[src/rtl/assert_macros.svh]
// assertion helpers, clocked on clk, disabled in reset
`ifndef ASSERT_MACROS_SVH
`define ASSERT_MACROS_SVH

`define TLC_ASSERT(name, cond) \
    name: assert property (@(posedge clk) disable iff (!rst_n) (cond)) \
        else $error("tlc assertion failed");

`define TLC_ASSERT_NEXT(name, ante, cons) \
    name: assert property (@(posedge clk) disable iff (!rst_n) (ante) |=> (cons)) \
        else $error("tlc assertion failed");

`endif

[src/rtl/tlc_pkg.sv]
`default_nettype none

package tlc_pkg;

    localparam int SLOTS   = 128;
    localparam int IDX_W   = $clog2(SLOTS);
    localparam int CNT_W   = $clog2(SLOTS + 1);
    localparam int CFG_W   = 8;
    localparam int ZOOM_W  = 5;
    localparam int COORD_W = 32;
    localparam int STAMP_W = 64;
    localparam int SLOT_W  = 7;
    localparam int IN_W    = 72;
    localparam int OUT_W   = 16;

    localparam logic OP_LOOKUP = 1'b0;
    localparam logic OP_STORE  = 1'b1;

    typedef struct packed {
        logic [ZOOM_W-1:0]  zoom;
        logic [COORD_W-1:0] x;
        logic [COORD_W-1:0] y;
    } key_t;

    typedef struct packed {
        logic             en;
        logic [IDX_W-1:0] addr;
    } rd_req_t;

    typedef struct packed {
        logic               valid;
        key_t               key;
        logic [STAMP_W-1:0] stamp;
    } rd_rsp_t;

    typedef struct packed {
        logic               key_we;
        logic               stamp_we;
        logic [IDX_W-1:0]   addr;
        key_t               key;
        logic [STAMP_W-1:0] stamp;
    } wr_req_t;

    typedef enum logic [3:0] {
        ST_IDLE  = 4'b0001,
        ST_SCAN  = 4'b0010,
        ST_WRITE = 4'b0100,
        ST_DONE  = 4'b1000
    } state_t;

endpackage

`default_nettype wire

[src/rtl/tlc_cmp.sv]
`default_nettype none

module tlc_cmp
    import tlc_pkg::*;
(
    input  wire key_t               key_a,
    input  wire key_t               key_b,
    input  wire logic [STAMP_W-1:0] stamp_a,
    input  wire logic [STAMP_W-1:0] stamp_b,
    output logic                    key_eq,
    output logic                    stamp_lt
);

    assign key_eq   = (key_a == key_b);
    assign stamp_lt = (stamp_a < stamp_b);

endmodule

`default_nettype wire

[src/rtl/tlc_ctrl.sv]
`default_nettype none

module tlc_ctrl
    import tlc_pkg::*;
(
    input  wire logic             clk,
    input  wire logic             rst_n,
    input  wire logic [CNT_W-1:0] n_active,
    input  wire logic             in_valid,
    output logic                  in_ready,
    input  wire logic             in_op,
    input  wire key_t             in_key,
    input  wire logic             in_storable,
    output logic                  out_valid,
    input  wire logic             out_ready,
    output logic                  out_hit,
    output logic                  out_written,
    output logic [SLOT_W-1:0]     out_slot,
    output rd_req_t               rd_req,
    output wr_req_t               wr_req,
    input  wire rd_rsp_t          rd_rsp
);

    state_t             state_reg, state_next;
    logic               op_reg, op_next;
    key_t               key_reg, key_next;
    logic [CNT_W-1:0]   n_reg, n_next;
    logic [CNT_W-1:0]   iss_reg, iss_next;
    logic               chk_vld_reg, chk_vld_next;
    logic [IDX_W-1:0]   chk_idx_reg, chk_idx_next;
    logic [STAMP_W-1:0] oldest_reg, oldest_next;
    logic [IDX_W-1:0]   victim_reg, victim_next;
    logic [STAMP_W-1:0] ctr_reg, ctr_next;
    logic               hit_reg, hit_next;
    logic               written_reg, written_next;
    logic [SLOT_W-1:0]  slot_reg, slot_next;
    logic               out_valid_reg, out_valid_next;
    logic               out_hit_reg, out_hit_next;
    logic               out_written_reg, out_written_next;
    logic [SLOT_W-1:0]  out_slot_reg, out_slot_next;

    logic               key_eq;
    logic               stamp_lt;
    logic               issue;
    logic               last;
    logic [STAMP_W-1:0] ctr_inc;

    tlc_cmp u_cmp (
        .key_a    (rd_rsp.key),
        .key_b    (key_reg),
        .stamp_a  (rd_rsp.stamp),
        .stamp_b  (oldest_reg),
        .key_eq   (key_eq),
        .stamp_lt (stamp_lt)
    );

    assign issue   = (iss_reg < n_reg);
    assign last    = ({1'b0, chk_idx_reg} == (n_reg - CNT_W'(1)));
    assign ctr_inc = ctr_reg + STAMP_W'(1);

    always_comb
    begin
        state_next       = state_reg;
        op_next          = op_reg;
        key_next         = key_reg;
        n_next           = n_reg;
        iss_next         = iss_reg;
        chk_vld_next     = 1'b0;
        chk_idx_next     = chk_idx_reg;
        oldest_next      = oldest_reg;
        victim_next      = victim_reg;
        ctr_next         = ctr_reg;
        hit_next         = hit_reg;
        written_next     = written_reg;
        slot_next        = slot_reg;
        out_valid_next   = out_valid_reg && !out_ready;
        out_hit_next     = out_hit_reg;
        out_written_next = out_written_reg;
        out_slot_next    = out_slot_reg;

        rd_req.en       = 1'b0;
        rd_req.addr     = iss_reg[IDX_W-1:0];
        wr_req.key_we   = 1'b0;
        wr_req.stamp_we = 1'b0;
        wr_req.addr     = victim_reg;
        wr_req.key      = key_reg;
        wr_req.stamp    = ctr_inc;

        case (state_reg)
            ST_IDLE:
            begin
                if (in_valid)
                begin
                    op_next      = in_op;
                    key_next     = in_key;
                    n_next       = n_active;
                    iss_next     = '0;
                    oldest_next  = '1;
                    victim_next  = '0;
                    hit_next     = 1'b0;
                    written_next = 1'b0;
                    slot_next    = '0;
                    if (in_op == OP_STORE && !in_storable)
                    begin
                        state_next = ST_DONE;
                    end
                    else
                    begin
                        state_next = ST_SCAN;
                    end
                end
            end
            ST_SCAN:
            begin
                // read slot iss while checking the slot read in the previous cycle
                if (issue)
                begin
                    rd_req.en = 1'b1;
                    iss_next  = iss_reg + CNT_W'(1);
                end
                chk_vld_next = issue;
                chk_idx_next = iss_reg[IDX_W-1:0];
                if (chk_vld_reg)
                begin
                    if (op_reg == OP_LOOKUP)
                    begin
                        if (rd_rsp.valid && key_eq)
                        begin
                            victim_next  = chk_idx_reg;
                            chk_vld_next = 1'b0;
                            state_next   = ST_WRITE;
                        end
                        else if (last)
                        begin
                            chk_vld_next = 1'b0;
                            state_next   = ST_DONE;
                        end
                    end
                    else
                    begin
                        if (!rd_rsp.valid)
                        begin
                            victim_next  = chk_idx_reg;
                            chk_vld_next = 1'b0;
                            state_next   = ST_WRITE;
                        end
                        else
                        begin
                            if (stamp_lt)
                            begin
                                oldest_next = rd_rsp.stamp;
                                victim_next = chk_idx_reg;
                            end
                            if (last)
                            begin
                                chk_vld_next = 1'b0;
                                state_next   = ST_WRITE;
                            end
                        end
                    end
                end
            end
            ST_WRITE:
            begin
                wr_req.stamp_we = 1'b1;
                wr_req.key_we   = (op_reg == OP_STORE);
                ctr_next        = ctr_inc;
                hit_next        = (op_reg == OP_LOOKUP);
                written_next    = (op_reg == OP_STORE);
                slot_next       = SLOT_W'(victim_reg);
                state_next      = ST_DONE;
            end
            ST_DONE:
            begin
                if (!out_valid_reg || out_ready)
                begin
                    out_valid_next   = 1'b1;
                    out_hit_next     = hit_reg;
                    out_written_next = written_reg;
                    out_slot_next    = slot_reg;
                    state_next       = ST_IDLE;
                end
            end
            default:
            begin
                state_next = ST_IDLE;
            end
        endcase
    end

    always_ff @(posedge clk or negedge rst_n)
    begin
        if (!rst_n)
        begin
            state_reg     <= ST_IDLE;
            chk_vld_reg   <= 1'b0;
            ctr_reg       <= '0;
            out_valid_reg <= 1'b0;
        end
        else
        begin
            state_reg     <= state_next;
            chk_vld_reg   <= chk_vld_next;
            ctr_reg       <= ctr_next;
            out_valid_reg <= out_valid_next;
        end
    end

    always_ff @(posedge clk)
    begin
        op_reg          <= op_next;
        key_reg         <= key_next;
        n_reg           <= n_next;
        iss_reg         <= iss_next;
        chk_idx_reg     <= chk_idx_next;
        oldest_reg      <= oldest_next;
        victim_reg      <= victim_next;
        hit_reg         <= hit_next;
        written_reg     <= written_next;
        slot_reg        <= slot_next;
        out_hit_reg     <= out_hit_next;
        out_written_reg <= out_written_next;
        out_slot_reg    <= out_slot_next;
    end

    assign in_ready    = (state_reg == ST_IDLE);
    assign out_valid   = out_valid_reg;
    assign out_hit     = out_hit_reg;
    assign out_written = out_written_reg;
    assign out_slot    = out_slot_reg;

endmodule

`default_nettype wire
[config.mk]
export PLATFORM = sky130hd
export DESIGN_NAME = tlc_ctrl
export DESIGN_NICKNAME = d
export VERILOG_FILES = /design/src/rtl/assert_macros.svh /design/src/rtl/tlc_pkg.sv /design/src/rtl/tlc_cmp.sv /design/src/rtl/tlc_ctrl.sv
export SDC_FILE = /design/constraint.sdc
export NUM_CORES = 1
export LEC_CHECK = 0
export ABC_AREA = 1
export BUFFER_PORTS_ARGS = -buffer_cell sky130_fd_sc_hd__buf_2
export CAP_MARGIN = 20
export CORE_MARGIN = 2
export CORE_UTILIZATION = 28
export DETAILED_ROUTE_END_ITERATION = 12
export GPL_TIMING_DRIVEN = 0
export MAX_ROUTING_LAYER = met4
export SLEW_MARGIN = 20
export SYNTH_ARGS = -nofsm -noshare
export SYNTH_HDL_FRONTEND = slang
export SYNTH_HIERARCHICAL = 1
export SYNTH_SLANG_ARGS = --single-unit
[constraint.sdc]
create_clock -name clk -period 4.1 [get_ports clk]
set_input_delay 0.615 -clock clk [delete_from_list [all_inputs] [get_ports clk]]
set_output_delay 0.615 -clock clk [all_outputs]
set_load 0.02 [all_outputs]
==> results.cfg, run 1 <==
[status]
status = complete, no violations

[sta]
rsz0062_at_grt = no
finalCritPeriodShare_pct = 86.54
period_needed_ps = 3548
finalSetupViolCount = 0
max_freq_mhz = 281.8
maxSlewViolCount = 0
hold_viol = 0
finClkSkew_ps = 19.65
slew_headroom_pct = 42.49
tightest_slew_ps = 856.1

[logic_synthesis]
synth_edf_count = 182
synth_cell_types = 41
syn_nets = 1851
netlist_area_mm2 = 0.01407
synth_seq_area_share_pct = 51.29
ys_async_sr_fraction_pct = 27.78
synthFlopType = edfxtp_1
synthesis.instances = 1561
ys_top_cells_by_area = edfxtp_1, dfrtp_1, nand2_1
yosysWarnings = 6
synth.ff_latch_count = 252
synth_top_area_share_pct = 38.84
syn_avg_cell_area_um2 = 9.015
synth_top_area_cell = edfxtp_1

[worst_setup_path]
slowest_stage = dfrtp_1
cp_num_buf_inv = 2
critical_path_class = reg -> out
cp_data_arrival_time_ps = 2930
end_kind = output pin
critPathMaxFanout = 5
startpoint_type = register
path_cells = ha_1 -> nand3_2 -> inv_1 -> nand2_1 -> nor2_2 -> nand2_1 -> xnor2_1 -> buf_2
cp_common_cell = nand2_1
worstPathRequired_ps = 3480
cp_slowest_stage_delay_ps = 450
crit_family = simple AND/OR/NAND/NOR gates

[global_routing]
grt_pass1_vias = 12050
grt_util_all_layers_pct = 17.37
grt_max_degree = 44
grt.overflow.total = 0
antenna_found_initial = 2
grt_pass1_wl_mm = 68.39

[drt]
drt_iter0_markers = 690
ant_nets = 0
drt-vias-per-instance = 4.486
drt_first_pass_iters = 5
wl_per_cell_um = 16.67
dr_total_vias = 12010
drt_wl_total_mm = 44.63
drcViolationCount = 0

[final_layout]
layout_common_cells = buf_2, nand2_1, inv_1
syn_to_final_growth_pct = 28.60
fin_util_pct = 36.29
largest_reg_flops = 69
fin_cells = 2677
final_common_cell = buf_2
nNetsFinal = 2269
final_cell_area_mm2 = 0.01810
drive_above_1_share_pct = 27.45
fillerInstances = 5216

[clock_tree]
htreeDepth = 1
root_buffer = clkbuf_16
numCtsBuffers = 31
clk_pin_slew_ps = 60
post_cts_buffers = 0
cts.sinks = 252
cts_tree = yes
clockBufferDepth = 3
insertion_delay_ps = 590
ctsResizeCount = 0

[floorplan]
die_area_mm2 = 0.05207
core_mm2 = 0.04986
ios = 378
num_rows = 82
start_util_pct = 28.22
die_x_um = 228.2
die_h_um = 228.2

[power]
vdd_drop_max_v = 0.0004019
p_per_area_mw_per_mm2 = 518.3
p_leak_nw = 8.359

[placed_design]
place_area_mm2 = 0.01700
gp_congestion = 0.9333
place_inst = 2617
io_buffer_count = 377
dp_hpwl_mm = 36.52

[job]
max-cap-violations = 0

[min_path]
hold_path_class = in -> reg
==> cell usage after synthesis (2+ instances only) <==
cell type / count
clkbuf_1: 15
a21oi_1: 40
nand3_1: 57
inv_1: 225
xor2_1: 66
o21ai_1: 4
o21ai_0: 68
and2_1: 5
or2_2: 65
nor2_2: 11
nor3_4: 2
nand3_2: 2
nand2_1: 362
nor3b_1: 2
nor3_1: 32
ha_1: 73
o22ai_1: 9
nor3_2: 8
edfxtp_1: 182
dfrtp_1: 69
buf_2: 7
nor2_4: 4
nand2_2: 5
nor2_1: 158
buf_4: 7
a22o_1: 5
nand3b_1: 4
a31oi_1: 2
nand4_1: 33
xnor2_1: 28
==> final timing paths <==
| kind | from | end | cells past startpoint | slack (ps) |
|---|---|---|---|---|
| max | ctr_reg[0] | wr_req[32] | 8 | 550 |
| min | in_key[33] | wr_req[97] | 1 | 200 |
| max reg2reg | oldest_reg[5] | oldest_reg[36] | 16 | 890 |
| min reg2reg | slot_reg[3] | out_slot[3] | 0 | 420 |
| max in group asynchronous | rst_n | ctr_reg[16] | 3 | 3010 |
| min in group asynchronous | rst_n | ctr_reg[48] | 2 | 490 |
==> where the power goes <==
part,internal [mW],switching [mW],total [mW]
registers,3.51,0.284,3.80
clock network,1.80,1.14,2.93
logic,0.952,1.70,2.65
==> layer usage <==
metal  global-route usage, %  wire [um]  up-vias
met4                   4.044       1005        0
met5                       -          0        -
met2                   28.59      20950      373
met3                   2.863       2579       67
li1                        -          -     5931
met1                   22.39      20100     5637
==> worst reg2reg max path, delay by kind of cell (launching register included) <==
kind	cells	cell delay, ps
adders and majority gates	1	230
AOI/OAI and AO/OA	3	640
and+or+nand+nor	8	1030
DFF	1	370
buffers and inverters	4	650
==> through the flow <==
stage	TNS, ps	hold slack, ps	total power [mW]	setup slack [ps]
after detailed placement	0	404.5	6.542	391.0
after global placement	-92890	403.6	6.291	-1123
final	0	197.6	9.380	551.8
after global routing	0	165.4	9.947	456.6
after CTS	0	152.5	9.541	551.9
after floorplan	0	319.4	5.395	303.1
==> timing repair <==
| action | in CTS | in global routing |
|---|---|---|
| endpoints found under the hold margin | 26 | 0 |
| endpoints found under the setup margin | 0 | 0 |
| hold buffers | 1 | 0 |
==> cell families after synthesis <==
kind of cell,Yosys count,synth area share (%)
AND/OR/NAND/NOR,755,24.34
XOR/XNOR,94,5.850
AO/OA/AOI/OAI,131,4.952
adder cells (fa/ha/maj),73,6.491
flip-flops,252,51.29
buffers and inverters,256,7.077
==> final cells by class <==
cell class                      instances  area [um^2]  share of cell area (%)
Sequential cell                       252         7218                   39.89
Clock buffer                           41        823.3                   4.549
Multi-Input combinational cell       1053         5873                   32.45
Timing Repair Buffer                  385         2077                   11.48
Buffer                                 29        143.9                  0.7951
Antenna cell                            1        2.502                 0.01383
Tap cell                              672        840.8                   4.646
Clock inverter                         17        266.5                   1.473
Inverter                              227        852.1                   4.708
Note: power is estimated with default switching activity, not from simulation.
==> run 2, diff against run 1 <==
--- a/config.mk
+++ b/config.mk
@@ -10,6 +10,7 @@
 export CAP_MARGIN = 20
 export CORE_MARGIN = 2
 export CORE_UTILIZATION = 28
+export CTS_BUF_LIST = sky130_fd_sc_hd__clkbuf_2 sky130_fd_sc_hd__clkbuf_4 sky130_fd_sc_hd__clkbuf_8
 export DETAILED_ROUTE_END_ITERATION = 12
 export GPL_TIMING_DRIVEN = 0
 export MAX_ROUTING_LAYER = met4
==> results.cfg, run 2 (synthesis gave the netlist of run 1 again) <==
[final_layout]
fillerInstances = 5253
largest_reg_flops = 69
drive_above_1_share_pct = 28.24
fin_util_pct = 35.91
final_common_cell = buf_2
nNetsFinal = 2285
regArea_mm2 = 0.007218
layout_common_cells = buf_2, nand2_1, inv_1
syn_to_final_growth_pct = 27.22
fin_cells = 2703
multiInputGateArea_mm2 = 0.005873

[global_routing]
top_usage_layer = met2
antenna_found_initial = 5
met1_usage_pct = 22.24
use_met3_pct = 3.800
grt_use_met2_pct = 28.42
grt_util_all_layers_pct = 17.60
grt.overflow.total = 0
grt_pass1_vias = 12270
grt_max_degree = 44
grt_pass1_wl_mm = 68.84

[job]
max-cap-violations = 0

[power]
p_leak_nw = 8.316
p_per_area_mw_per_mm2 = 493.6
vdd_drop_max_v = 0.0002889

[min_path]
hold_path.startpoint = in_key[34]
hold_path_class = in -> reg

[sta]
hold_ws_ps = 149.1
maxSlewViolCount = 0
max_freq_mhz = 280.0
setup_tns_ps = 0
finClkSkew_ps = 57.03
slew_headroom_pct = 41.37
tightest_slew_ps = 872.7
period_needed_ps = 3572
finalCritPeriodShare_pct = 87.12
finalSetupViolCount = 0
hold_viol = 0
rsz0062_at_grt = no

[floorplan]
die_h_um = 228.2
start_util_pct = 28.22
die_area_mm2 = 0.05207
num_rows = 82
die_x_um = 228.2
core_mm2 = 0.04986
ios = 378

[worst_setup_path]
r2r_slack_ps = 890
end_kind = output pin
crit_start = ctr_reg[0]
critPathMaxFanout = 5
startpoint_type = register
cp_slowest_stage_delay_ps = 450
crit_family = simple AND/OR/NAND/NOR gates
worstPathRequired_ps = 3480
cp_data_arrival_time_ps = 2960
path_cells = ha_1 -> nand3_2 -> inv_1 -> nand2_1 -> nor2_2 -> nand2_1 -> xnor2_1 -> buf_2
slowest_stage = dfrtp_1
reg2reg_from = wr_req[111]
critical_path_class = reg -> out
cp_num_buf_inv = 2
cp_common_cell = nand2_1

[drt]
dr_total_vias = 12120
drt_first_pass_iters = 5
wl_per_cell_um = 16.62
drt_wl_total_mm = 44.93
drcViolationCount = 0
drt_iter0_markers = 652
drt-vias-per-instance = 4.483
ant_nets = 0

[placed_design]
gp_congestion = 0.9333
io_buffer_count = 377
place_inst = 2617
dp_hpwl_mm = 36.52

[clock_tree]
cts_tree = yes
clk_pin_slew_ps = 70
hold_buffers = 1
cts.sinks = 252
clockBufferDepth = 3
ctsResizeCount = 0
post_cts_buffers = 0
insertion_delay_ps = 640
root_buffer = clkbuf_8
htreeDepth = 2
numCtsBuffers = 47

[status]
status = complete, no violations
run 2: per-stage QoR:
| stage | power (mW) | worst slack (ps) | cell area, um^2 |
|---|---|---|---|
| final | 8.838 | 528.0 | 17900 |
| after global routing | 9.406 | 403.2 | 17900 |
| after CTS | 9.001 | 491.9 | 17900 |
| after detailed placement | 6.542 | 391.0 | 17000 |
| after global placement | 6.291 | -1123 | 16800 |
| after floorplan | 5.395 | 303.1 | 14080 |
run 2: report_power, final:
part | internal [mW] | switching, mW | leakage [nW]
clock network | 1.24 | 1.14 | 0.470
registers | 3.52 | 0.287 | 2.53
logic | 0.952 | 1.70 | 5.31
run 2: path summary, 6_finish.rpt:
check                                end  cells past startpoint
max                           wr_req[32]                      8
min                           wr_req[98]                      1
max reg2reg                victim_reg[6]                     12
min reg2reg                  out_slot[3]                      0
max in group asynchronous    ctr_reg[51]                      3
min in group asynchronous    ctr_reg[32]                      2
run 2: routing by layer:
metal  wire length (um)  up-vias
met1              20030     5678
met3               2955       69
met5                  0        -
li1                   -     5957
met2              20970      413
met4                981        0
run 2: area by class of cell:
type	count	area share (%)
Clock inverter	20	0.6360
Tap cell	672	4.696
Buffer	29	0.8037
Inverter	227	4.759
Multi-Input combinational cell	1053	32.80
Antenna cell	2	0.02795
Clock buffer	63	4.354
Timing Repair Buffer	385	11.60
Sequential cell	252	40.32
